[config.mk]
export PLATFORM = sky130hd
export DESIGN_NAME = rgb_to_ycbcr_planar_subsampler_flat
export DESIGN_NICKNAME = d
export VERILOG_FILES = /design/src/rtl/core/ryc_pkg.sv /design/src/rtl/core/ryc_if.sv /design/src/rtl/core/ryc_cfg.sv /design/src/rtl/core/ryc_raster.sv /design/src/rtl/core/ryc_convert.sv /design/src/rtl/core/rgb_to_ycbcr_planar_subsampler.sv /design/src/flat_wrapper.sv
export SDC_FILE = /design/constraint.sdc
export NUM_CORES = 2
export LEC_CHECK = 0
export ABC_AREA = 1
export BUFFER_PORTS_ARGS = -buffer_cell sky130_fd_sc_hd__buf_2
export CAP_MARGIN = 20
export CORE_ASPECT_RATIO = 2
export CORE_MARGIN = 4
export CORE_UTILIZATION = 40
export CTS_BUF_LIST = sky130_fd_sc_hd__clkbuf_4 sky130_fd_sc_hd__clkbuf_8
export CTS_CLUSTER_DIAMETER = 80
export CTS_CLUSTER_SIZE = 20
export DETAILED_ROUTE_END_ITERATION = 8
export PLACE_DENSITY = 0.64
export SYNTH_ARGS = -nofsm -noshare
export SYNTH_HDL_FRONTEND = slang
export SYNTH_SLANG_ARGS = --single-unit
[constraint.sdc]
create_clock -name clk -period 7.2 [get_ports clk]
set_clock_uncertainty 0.05 [all_clocks]
set_input_delay 0.36 -clock clk [delete_from_list [all_inputs] [get_ports clk]]
set_output_delay 0.36 -clock clk [all_outputs]
set_load 0.01 [all_outputs]
[src/rtl/core/ryc_pkg.sv]
package ryc_pkg;

  localparam int MAX_WIDTH    = 4096;
  localparam int MAX_HEIGHT   = 4096;
  localparam int STRIDE_ALIGN = 16;

  localparam int CFG_W    = 13;
  localparam int CFG_IDX_W = 2;
  localparam int MODE_W   = 2;
  localparam int WDIM_W   = $clog2(MAX_WIDTH + 1);
  localparam int HDIM_W   = $clog2(MAX_HEIGHT + 1);
  localparam int COL_W    = $clog2(MAX_WIDTH);
  localparam int ROW_W    = $clog2(MAX_HEIGHT);
  localparam int STRIDE_W = $clog2(MAX_WIDTH + STRIDE_ALIGN);
  localparam int PIX_W    = 8;
  localparam int ADDR_W   = 24;
  localparam int SUM_W    = 26;
  localparam int FRAC_W   = 16;

  localparam logic [CFG_W-1:0] WIDTH_RESET  = CFG_W'(640);
  localparam logic [CFG_W-1:0] HEIGHT_RESET = CFG_W'(480);

  localparam int Y_R  = 19595;
  localparam int Y_G  = 38470;
  localparam int Y_B  = 7471;
  localparam int C_OFS = 8355840;
  localparam int CB_R = 11058;
  localparam int CB_G = 21710;
  localparam int CB_B = 32768;
  localparam int CR_R = 32768;
  localparam int CR_G = 27439;
  localparam int CR_B = 5329;

  typedef enum logic [CFG_IDX_W-1:0] {
    REG_IMAGE_WIDTH,
    REG_IMAGE_HEIGHT,
    REG_CHROMA_MODE
  } cfg_reg_t;

  typedef enum logic [MODE_W-1:0] {
    CM_420,
    CM_422,
    CM_444
  } chroma_mode_t;

  typedef struct packed {
    logic [WDIM_W-1:0]   width;
    logic [HDIM_W-1:0]   height;
    logic [STRIDE_W-1:0] stride;
    logic [MODE_W-1:0]   mode;
  } cfg_t;

  typedef struct packed {
    logic [PIX_W-1:0]    red;
    logic [PIX_W-1:0]    green;
    logic [PIX_W-1:0]    blue;
    logic [COL_W-1:0]    col;
    logic [ROW_W-1:0]    row;
    logic [STRIDE_W-1:0] stride;
    logic [MODE_W-1:0]   mode;
    logic                frame_end;
  } s1_t;

  typedef struct packed {
    logic signed [SUM_W-1:0] y_sum;
    logic signed [SUM_W-1:0] cb_sum;
    logic signed [SUM_W-1:0] cr_sum;
    logic [COL_W-1:0]        col;
    logic                    row_odd;
    logic [MODE_W-1:0]       mode;
    logic [ADDR_W-1:0]       luma_prod;
    logic [ADDR_W-1:0]       chroma_prod;
    logic                    frame_end;
  } s2_t;

  typedef struct packed {
    logic [PIX_W-1:0]  luma;
    logic [ADDR_W-1:0] luma_addr;
    logic              chroma_valid;
    logic [PIX_W-1:0]  cb;
    logic [PIX_W-1:0]  cr;
    logic [ADDR_W-1:0] chroma_addr;
    logic              frame_end;
  } out_t;

  function automatic logic [PIX_W-1:0] clamp_q16(logic signed [SUM_W-1:0] q);
    logic [SUM_W-FRAC_W-1:0] whole;
    whole = q[SUM_W-1:FRAC_W];
    if (q < 0) begin
      return '0;
    end else if (whole > (SUM_W-FRAC_W)'(255)) begin
      return '1;
    end else begin
      return q[FRAC_W+PIX_W-1:FRAC_W];
    end
  endfunction

endpackage

[src/rtl/core/ryc_if.sv]
interface ryc_pix_if;
  logic                      valid;
  logic                      ready;
  logic [ryc_pkg::PIX_W-1:0] red;
  logic [ryc_pkg::PIX_W-1:0] green;
  logic [ryc_pkg::PIX_W-1:0] blue;

  modport source(output valid, output red, output green, output blue, input ready);
  modport sink(input valid, input red, input green, input blue, output ready);
endinterface

interface ryc_ycc_if;
  logic                       valid;
  logic                       ready;
  logic [ryc_pkg::PIX_W-1:0]  luma;
  logic [ryc_pkg::ADDR_W-1:0] luma_addr;
  logic                       chroma_valid;
  logic [ryc_pkg::PIX_W-1:0]  cb;
  logic [ryc_pkg::PIX_W-1:0]  cr;
  logic [ryc_pkg::ADDR_W-1:0] chroma_addr;
  logic                       frame_end;

  modport source(output valid, output luma, output luma_addr, output chroma_valid,
                 output cb, output cr, output chroma_addr, output frame_end,
                 input ready);
  modport sink(input valid, input luma, input luma_addr, input chroma_valid,
               input cb, input cr, input chroma_addr, input frame_end,
               output ready);
endinterface

[src/rtl/core/ryc_cfg.sv]
module ryc_cfg (
  input  logic                              clk,
  input  logic                              rst,
  input  logic                              cfg_we,
  input  logic [ryc_pkg::CFG_IDX_W-1:0]     cfg_index,
  input  logic [ryc_pkg::CFG_W-1:0]         cfg_data,
  output ryc_pkg::cfg_t                     cfg
);

  logic [ryc_pkg::CFG_W-1:0]  width_reg;
  logic [ryc_pkg::CFG_W-1:0]  height_reg;
  logic [ryc_pkg::MODE_W-1:0] mode_reg;
  logic [ryc_pkg::WDIM_W-1:0] width_eff;
  logic [ryc_pkg::STRIDE_W-1:0] stride_sum;

  always_ff @(posedge clk) begin
    if (rst) begin
      width_reg  <= ryc_pkg::WIDTH_RESET;
      height_reg <= ryc_pkg::HEIGHT_RESET;
      mode_reg   <= ryc_pkg::CM_420;
    end else if (cfg_we) begin
      case (cfg_index)
        ryc_pkg::REG_IMAGE_WIDTH:  width_reg  <= cfg_data;
        ryc_pkg::REG_IMAGE_HEIGHT: height_reg <= cfg_data;
        ryc_pkg::REG_CHROMA_MODE:  mode_reg   <= cfg_data[ryc_pkg::MODE_W-1:0];
        default: ;
      endcase
    end
  end

  always_comb begin
    if (width_reg == '0) begin
      width_eff = ryc_pkg::WDIM_W'(1);
    end else if (32'(width_reg) > ryc_pkg::MAX_WIDTH) begin
      width_eff = ryc_pkg::WDIM_W'(ryc_pkg::MAX_WIDTH);
    end else begin
      width_eff = ryc_pkg::WDIM_W'(width_reg);
    end

    if (height_reg == '0) begin
      cfg.height = ryc_pkg::HDIM_W'(1);
    end else if (32'(height_reg) > ryc_pkg::MAX_HEIGHT) begin
      cfg.height = ryc_pkg::HDIM_W'(ryc_pkg::MAX_HEIGHT);
    end else begin
      cfg.height = ryc_pkg::HDIM_W'(height_reg);
    end

    stride_sum = ryc_pkg::STRIDE_W'(width_eff)
               + ryc_pkg::STRIDE_W'(ryc_pkg::STRIDE_ALIGN - 1);
    cfg.width  = width_eff;
    cfg.stride = stride_sum & ~ryc_pkg::STRIDE_W'(ryc_pkg::STRIDE_ALIGN - 1);
    cfg.mode   = mode_reg;
  end

endmodule

[src/rtl/core/ryc_raster.sv]
module ryc_raster (
  input  logic          clk,
  input  logic          rst,
  input  ryc_pkg::cfg_t cfg,
  ryc_pix_if.sink       pix_in,
  output logic          s1_valid,
  input  logic          s1_ready,
  output ryc_pkg::s1_t  s1
);

  logic [ryc_pkg::COL_W-1:0] col;
  logic [ryc_pkg::ROW_W-1:0] row;
  logic [ryc_pkg::COL_W-1:0] col_next;
  logic [ryc_pkg::ROW_W-1:0] row_next;
  logic                      accept;
  logic                      last_col;
  logic                      last_row;
  logic                      frame_last;

  assign pix_in.ready = !s1_valid || s1_ready;
  assign accept       = pix_in.valid && pix_in.ready;

  always_comb begin
    last_col   = (ryc_pkg::WDIM_W'(col) + ryc_pkg::WDIM_W'(1)) >= cfg.width;
    last_row   = (ryc_pkg::HDIM_W'(row) + ryc_pkg::HDIM_W'(1)) >= cfg.height;
    frame_last = last_col && last_row;
    col_next   = col;
    row_next   = row;
    if (accept) begin
      if (last_col) begin
        col_next = '0;
        row_next = last_row ? '0 : row + ryc_pkg::ROW_W'(1);
      end else begin
        col_next = col + ryc_pkg::COL_W'(1);
      end
    end
  end

  always_ff @(posedge clk) begin
    if (rst) begin
      col      <= '0;
      row      <= '0;
      s1_valid <= 1'b0;
    end else begin
      col <= col_next;
      row <= row_next;
      if (accept) begin
        s1_valid <= 1'b1;
      end else if (s1_ready) begin
        s1_valid <= 1'b0;
      end
    end
  end

  always_ff @(posedge clk) begin
    if (accept) begin
      s1.red       <= pix_in.red;
      s1.green     <= pix_in.green;
      s1.blue      <= pix_in.blue;
      s1.col       <= col;
      s1.row       <= row;
      s1.stride    <= cfg.stride;
      s1.mode      <= cfg.mode;
      s1.frame_end <= frame_last;
    end
  end

  a_frame_wraps: assert property (@(posedge clk) disable iff (rst)
    accept && frame_last |=> col == '0 && row == '0)
    else $error("Counters did not return to the origin after the last pixel.");

  a_s1_holds: assert property (@(posedge clk) disable iff (rst)
    s1_valid && !s1_ready |=> s1_valid && $stable(s1))
    else $error("Input stage changed while stalled.");

endmodule

[src/rtl/core/ryc_convert.sv]
module ryc_convert (
  input  logic         clk,
  input  logic         rst,
  input  logic         s1_valid,
  output logic         s1_ready,
  input  ryc_pkg::s1_t s1,
  ryc_ycc_if.source    ycc_out
);

  logic          s2_valid;
  logic          s2_ready;
  ryc_pkg::s2_t  s2;
  ryc_pkg::s2_t  s2_next;
  logic          out_valid;
  ryc_pkg::out_t out_reg;
  ryc_pkg::out_t out_next;
  logic [ryc_pkg::ROW_W-1:0]    crow;
  logic [ryc_pkg::STRIDE_W-1:0] cstride;
  logic [ryc_pkg::COL_W-1:0]    chalf;

  assign s2_ready = !out_valid || ycc_out.ready;
  assign s1_ready = !s2_valid || s2_ready;

  always_comb begin
    crow    = (s1.mode == ryc_pkg::CM_420) ? (s1.row >> 1) : s1.row;
    cstride = (s1.mode == ryc_pkg::CM_444) ? s1.stride : (s1.stride >> 1);

    s2_next.y_sum  = ryc_pkg::SUM_W'(ryc_pkg::Y_R * int'(s1.red)
                   + ryc_pkg::Y_G * int'(s1.green) + ryc_pkg::Y_B * int'(s1.blue));
    s2_next.cb_sum = ryc_pkg::SUM_W'(ryc_pkg::C_OFS - ryc_pkg::CB_R * int'(s1.red)
                   - ryc_pkg::CB_G * int'(s1.green) + ryc_pkg::CB_B * int'(s1.blue));
    s2_next.cr_sum = ryc_pkg::SUM_W'(ryc_pkg::C_OFS + ryc_pkg::CR_R * int'(s1.red)
                   - ryc_pkg::CR_G * int'(s1.green) - ryc_pkg::CR_B * int'(s1.blue));
    s2_next.col         = s1.col;
    s2_next.row_odd     = s1.row[0];
    s2_next.mode        = s1.mode;
    s2_next.luma_prod   = ryc_pkg::ADDR_W'(s1.row) * ryc_pkg::ADDR_W'(s1.stride);
    s2_next.chroma_prod = ryc_pkg::ADDR_W'(crow) * ryc_pkg::ADDR_W'(cstride);
    s2_next.frame_end   = s1.frame_end;
  end

  always_comb begin
    chalf = s2.col >> 1;
    out_next.luma      = ryc_pkg::clamp_q16(s2.y_sum);
    out_next.luma_addr = ryc_pkg::ADDR_W'(s2.col) + s2.luma_prod;
    out_next.frame_end = s2.frame_end;
    case (s2.mode)
      ryc_pkg::CM_444: begin
        out_next.chroma_valid = 1'b1;
        out_next.chroma_addr  = ryc_pkg::ADDR_W'(s2.col) + s2.chroma_prod;
      end
      ryc_pkg::CM_420: begin
        out_next.chroma_valid = !s2.col[0] && !s2.row_odd;
        out_next.chroma_addr  = ryc_pkg::ADDR_W'(chalf) + s2.chroma_prod;
      end
      ryc_pkg::CM_422: begin
        out_next.chroma_valid = !s2.col[0];
        out_next.chroma_addr  = ryc_pkg::ADDR_W'(chalf) + s2.chroma_prod;
      end
      default: begin
        out_next.chroma_valid = !s2.col[0];
        out_next.chroma_addr  = ryc_pkg::ADDR_W'(chalf) + s2.chroma_prod;
      end
    endcase
    if (out_next.chroma_valid) begin
      out_next.cb = ryc_pkg::clamp_q16(s2.cb_sum);
      out_next.cr = ryc_pkg::clamp_q16(s2.cr_sum);
    end else begin
      out_next.cb          = '0;
      out_next.cr          = '0;
      out_next.chroma_addr = '0;
    end
  end

  always_ff @(posedge clk) begin
    if (rst) begin
      s2_valid  <= 1'b0;
      out_valid <= 1'b0;
    end else begin
      if (s1_ready) begin
        s2_valid <= s1_valid;
      end
      if (s2_ready) begin
        out_valid <= s2_valid;
      end
    end
  end

  always_ff @(posedge clk) begin
    if (s1_valid && s1_ready) begin
      s2 <= s2_next;
    end
    if (s2_valid && s2_ready) begin
      out_reg <= out_next;
    end
  end

  assign ycc_out.valid        = out_valid;
  assign ycc_out.luma         = out_reg.luma;
  assign ycc_out.luma_addr    = out_reg.luma_addr;
  assign ycc_out.chroma_valid = out_reg.chroma_valid;
  assign ycc_out.cb           = out_reg.cb;
  assign ycc_out.cr           = out_reg.cr;
  assign ycc_out.chroma_addr  = out_reg.chroma_addr;
  assign ycc_out.frame_end    = out_reg.frame_end;

  a_s2_holds: assert property (@(posedge clk) disable iff (rst)
    s2_valid && !s2_ready |=> s2_valid && $stable(s2))
    else $error("Product stage changed while stalled.");

  a_no_chroma_zero: assert property (@(posedge clk) disable iff (rst)
    out_valid && !out_reg.chroma_valid |->
      out_reg.cb == '0 && out_reg.cr == '0 && out_reg.chroma_addr == '0)
    else $error("Dropped chroma carries nonzero fields.");

endmodule

[src/rtl/core/rgb_to_ycbcr_planar_subsampler.sv]
// Converts a raster stream of RGB pixels to full-range BT.601 Y, Cb and Cr bytes
// with their byte addresses in planar luma and chroma buffers.
// The pixel channel pix_in carries red, green and blue; a transaction happens
// at a rising edge where valid and ready are both high. Each accepted pixel
// yields exactly one transaction on ycc_out with luma, luma_addr, chroma_valid,
// cb, cr, chroma_addr and frame_end.
// The configuration port writes image_width, image_height or chroma_mode when
// cfg_we is high; write it only while no pixel is in flight.
// The datapath has three register stages: input, products and result. An
// accepted pixel moves through them in that order, and one pixel per cycle
// is sustained while ycc_out.ready stays high; the rate is set by the single
// pass through the coefficient and address multipliers.
// Reset clears the column and row counters, empties the pipeline and restores
// a 640 by 480 image in 4:2:0 mode.
// When the receiver stalls, the result is held and each stage keeps taking
// data until it is full; the input is stalled once all three stages hold a pixel.
module rgb_to_ycbcr_planar_subsampler (
  input  logic                          clk,
  input  logic                          rst,
  input  logic                          cfg_we,
  input  logic [ryc_pkg::CFG_IDX_W-1:0] cfg_index,
  input  logic [ryc_pkg::CFG_W-1:0]     cfg_data,
  ryc_pix_if.sink                       pix_in,
  ryc_ycc_if.source                     ycc_out
);

  ryc_pkg::cfg_t cfg;
  logic          s1_valid;
  logic          s1_ready;
  ryc_pkg::s1_t  s1;

  ryc_cfg u_cfg (
    .clk       (clk),
    .rst       (rst),
    .cfg_we    (cfg_we),
    .cfg_index (cfg_index),
    .cfg_data  (cfg_data),
    .cfg       (cfg)
  );

  ryc_raster u_raster (
    .clk      (clk),
    .rst      (rst),
    .cfg      (cfg),
    .pix_in   (pix_in),
    .s1_valid (s1_valid),
    .s1_ready (s1_ready),
    .s1       (s1)
  );

  ryc_convert u_convert (
    .clk      (clk),
    .rst      (rst),
    .s1_valid (s1_valid),
    .s1_ready (s1_ready),
    .s1       (s1),
    .ycc_out  (ycc_out)
  );

endmodule
[src/flat_wrapper.sv]
// flat-port wrapper written by rule: the top's interface ports become plain ports
module rgb_to_ycbcr_planar_subsampler_flat 
  (clk, rst, cfg_we, cfg_index, cfg_data, pix_in_valid, pix_in_red, pix_in_green, pix_in_blue, pix_in_ready, ycc_out_valid, ycc_out_luma, ycc_out_luma_addr, ycc_out_chroma_valid, ycc_out_cb, ycc_out_cr, ycc_out_chroma_addr, ycc_out_frame_end, ycc_out_ready);
  ryc_pix_if pix_in_i ();
  ryc_ycc_if ycc_out_i ();
  input  logic clk;
  input  logic rst;
  input  logic cfg_we;
  input  logic [ryc_pkg::CFG_IDX_W-1:0] cfg_index;
  input  logic [ryc_pkg::CFG_W-1:0] cfg_data;
  input wire logic [$bits(pix_in_i.valid)-1:0] pix_in_valid;
  input wire logic [$bits(pix_in_i.red)-1:0] pix_in_red;
  input wire logic [$bits(pix_in_i.green)-1:0] pix_in_green;
  input wire logic [$bits(pix_in_i.blue)-1:0] pix_in_blue;
  output wire logic [$bits(pix_in_i.ready)-1:0] pix_in_ready;
  output wire logic [$bits(ycc_out_i.valid)-1:0] ycc_out_valid;
  output wire logic [$bits(ycc_out_i.luma)-1:0] ycc_out_luma;
  output wire logic [$bits(ycc_out_i.luma_addr)-1:0] ycc_out_luma_addr;
  output wire logic [$bits(ycc_out_i.chroma_valid)-1:0] ycc_out_chroma_valid;
  output wire logic [$bits(ycc_out_i.cb)-1:0] ycc_out_cb;
  output wire logic [$bits(ycc_out_i.cr)-1:0] ycc_out_cr;
  output wire logic [$bits(ycc_out_i.chroma_addr)-1:0] ycc_out_chroma_addr;
  output wire logic [$bits(ycc_out_i.frame_end)-1:0] ycc_out_frame_end;
  input wire logic [$bits(ycc_out_i.ready)-1:0] ycc_out_ready;
  assign pix_in_i.valid = pix_in_valid;
  assign pix_in_i.red = pix_in_red;
  assign pix_in_i.green = pix_in_green;
  assign pix_in_i.blue = pix_in_blue;
  assign pix_in_ready = pix_in_i.ready;
  assign ycc_out_valid = ycc_out_i.valid;
  assign ycc_out_luma = ycc_out_i.luma;
  assign ycc_out_luma_addr = ycc_out_i.luma_addr;
  assign ycc_out_chroma_valid = ycc_out_i.chroma_valid;
  assign ycc_out_cb = ycc_out_i.cb;
  assign ycc_out_cr = ycc_out_i.cr;
  assign ycc_out_chroma_addr = ycc_out_i.chroma_addr;
  assign ycc_out_frame_end = ycc_out_i.frame_end;
  assign ycc_out_i.ready = ycc_out_ready;
  rgb_to_ycbcr_planar_subsampler u_core (.clk(clk), .rst(rst), .cfg_we(cfg_we), .cfg_index(cfg_index), .cfg_data(cfg_data), .pix_in(pix_in_i), .ycc_out(ycc_out_i));
endmodule
==> impl_metrics.csv <==
group,metric,value,unit
worst_setup_path,cp-end-kind,"flop",
drt,ant_nets,0,
sta,worstMarginPinSlew,0.926,ns
drt,via_count,29300,
yosys,yosysSeqAreaShare,21.1,%
yosys,yosys.area.top_type,"fa_1",
placed_design,place_ws,0.180,ns
finish,top_regs,"u_core.u_convert.s2 x74, u_core.u_raster.s1 x60",
yosys,syn_area,36500,um^2
finish,layout_common_cells,"inv_1, nand2_1, ha_1, fa_1, nor2_1",
sta,rsz0062_at_grt,"false",
sta,finalHoldViolations,0,
cts,cts_tree,"done",
global_route,antenna_found_initial,4,
job,maxCapViolations,0,
yosys,ys.flop_type,"edfxtp_1",
sta,setup_tns,0,ns
yosys,synth_area_per_cell,8.40,um^2
power,leakagePower,20.8,nW
finish,multi_input_area,25000,um^2
drt,routedWlPerCell,18.7,um
finish,mostFrequentLayoutCell,"inv_1",
finish,final_nets,5552,
worst_setup_path,crit_arrival,7.29,ns
worst_setup_path,slowest_stage,"fa_1",
placed_design,io_buffers,119,
outcome,status,"finished clean",
cts,clkLatencyLatePin,0.69,ns
global_route,gr-usage-all-layers,22.1,%
sta,relSlewSlack,37.6,%
sta,setup_viol,0,
finish,area_growth,9.30,%
worst_setup_path,start_kind,"flop",
floorplan,core,90600,um^2
yosys,synth.area.top_cells,"fa_1, ha_1, edfxtp_1",
sta,fmax,0.145,GHz
finish,top_register,"u_core.u_convert.s2",
drt,routed.top_layer,"met4",
global_route,first_global_vias,31300,
cts,clockBufferDepth,3,
floorplan,die_width,222,um
yosys,ys_ff_latch,275,
cts,cts_inserted_buffers,21,
drt,met2WireLength,62200,um
finish,seq_area,7710,um^2
finish,fin_area,39900,um^2
worst_setup_path,path_common_cell,"fa_1",
global_route,grt_first_pass_wirelength,167000,um
power,power_density,472,nW/um^2
cts,clock-sinks,275,
yosys,yosysTopAreaCellShare,21.0,%
yosys,synth-edff-count,220,
global_route,overflow,0,
drt,drc,0,
cts,cts_root_buffer,"clkbuf_8",
finish,fillers,9086,
yosys,yosysUniqueCellTypes,51,
sta,finalWorstSetupSlack,0.313,ns
yosys,ys.warnings.count,0,
finish,largest_reg_flops,74,
worst_setup_path,crit_fanout,5,
drt,viasPerCell,5.08,
placed_design,routabilityCongestion,0.985,
worst_setup_path,criticalPathCategory,"reg -> reg",
floorplan,dieArea,96400,um^2
floorplan,dieHeight,435,um
cts,clkSlewWorstSetupHoldPaths,0.14,ns
yosys,synthCells,4346,
drt,wl_met1,32600,um
floorplan,rows,156,
floorplan,initial_core_util,40.3,%
finish,fin_util,44.0,%
worst_hold_path,hold_path_class,"in -> reg",
global_route,grt_max_degree,59,
sta,slew_violations,0,
drt,drt-initial-drc-count,1055,
sta,finalCritPeriodShare,95.7,%
power,total_power,18.8,mW
placed_design,placed_cell_area,39000,um^2
power,ir_worst_vdd,0.000548,V
yosys,synth_nets,5335,
worst_setup_path,critPathMaxStageDelay,0.55,ns
finish,drive_gt1_share,6.45,%
worst_setup_path,required,7.61,ns
floorplan,io-pin-count,120,
yosys,synth-async-reset-ratio,0,%
drt,met3_length,2830,um
drt,first_pass_iters,5,
drt,wl,108000,um
placed_design,dp_hpwl,94300,um
cts,htreeDepth,1,
sta,layout_min_cycle_time,6.89,ns
## worst paths after layout
path | startpoint | to | slack, ns | depth (start not counted)
worst max-delay path | u_core.u_raster.s1[54]$_DFFE_PP_ | u_core.u_convert.s2[139]$_DFFE_PP_ | 0.31 | 28
worst min register to register | u_core.u_raster.s1[31]$_DFFE_PP_ | u_core.u_convert.chalf[2]$_DFFE_PP_ | 0.38 | 0
worst max register to register | u_core.u_raster.s1[54]$_DFFE_PP_ | u_core.u_convert.s2[139]$_DFFE_PP_ | 0.31 | 28
worst min-delay path | rst | u_core.u_raster.col[10]$_SDFFE_PP0P_ | 0.10 | 2
## kinds of logic after synthesis
kind of cell | synth area share, %
fa+ha+maj | 40.3
xor+xnor | 4.07
buf+inv | 10.3
simple gates | 16.8
compound gates | 7.43
flops | 21.1
## layout make-up
type	instances	area share, %
multi-input cells	3069	62.8
flip-flops and latches	275	19.3
inverters	956	9.00
repair buffers	240	4.01
well taps	1185	3.72
clock buffers	28	0.856
clock inverters	8	0.307
diodes	4	0.0251
## critical path: cells and delay by family, from the launching register on
| kind | cells | cell delay [ns] |
|---|---|---|
| adder cells (fa/ha/maj) | 9 | 3.69 |
| buffers and inverters | 7 | 0.70 |
| flip-flops | 1 | 0.43 |
| XOR/XNOR | 2 | 0.37 |
| AND/OR/NAND/NOR | 3 | 0.26 |
| AO/OA/AOI/OAI | 7 | 1.15 |
## cell usage after synthesis (7+ instances only)
cell,count
inv_1,946
nand2_1,859
ha_1,563
fa_1,382
nor2_1,285
a21oi_1,237
edfxtp_1,220
nand3_1,149
o21ai_0,126
xor2_1,121
dfxtp_1,55
nand4_1,51
xnor2_1,45
clkbuf_1,38
o21ai_1,34
nor3_1,33
a21o_1,24
o21bai_1,21
a31oi_1,18
nor4_1,16
or2_2,15
nand2_2,11
and2_1,10
nand3b_1,9
o31ai_1,8
a21boi_0,7
inv_2,7
o21a_1,7
## power by group
part | switching [mW] | leakage (nW) | internal (mW)
Combinational | 9.94 | 18.0 | 5.43
Clock | 0.623 | 0.239 | 0.358
Sequential | 0.141 | 2.56 | 2.33
## what timing repair did
item	CTS	global route
setup endpoints to repair	0	9
hold buffers	38	0
gates resized for setup	0	1
buffers inserted	0	3
endpoints found under the hold margin	50	0
## through the flow
step / cells / hold slack (ns)
2_1_floorplan: 4346 / 0.350
3_3_place_gp: 5684 / 0.354
3_5_place_dp: 5684 / 0.355
4_1_cts: 5758 / 0.0460
5_1_grt: 5762 / 0.0781
6_report: 5765 / 0.100
## routing by layer
layer  up-vias  GRT usage, %
li1      14200             -
met1     14100          18.8
met2       627          46.3
met3       352          1.83
met4         0          15.8
met5         -             0
Power figures use the tool's default switching activity.
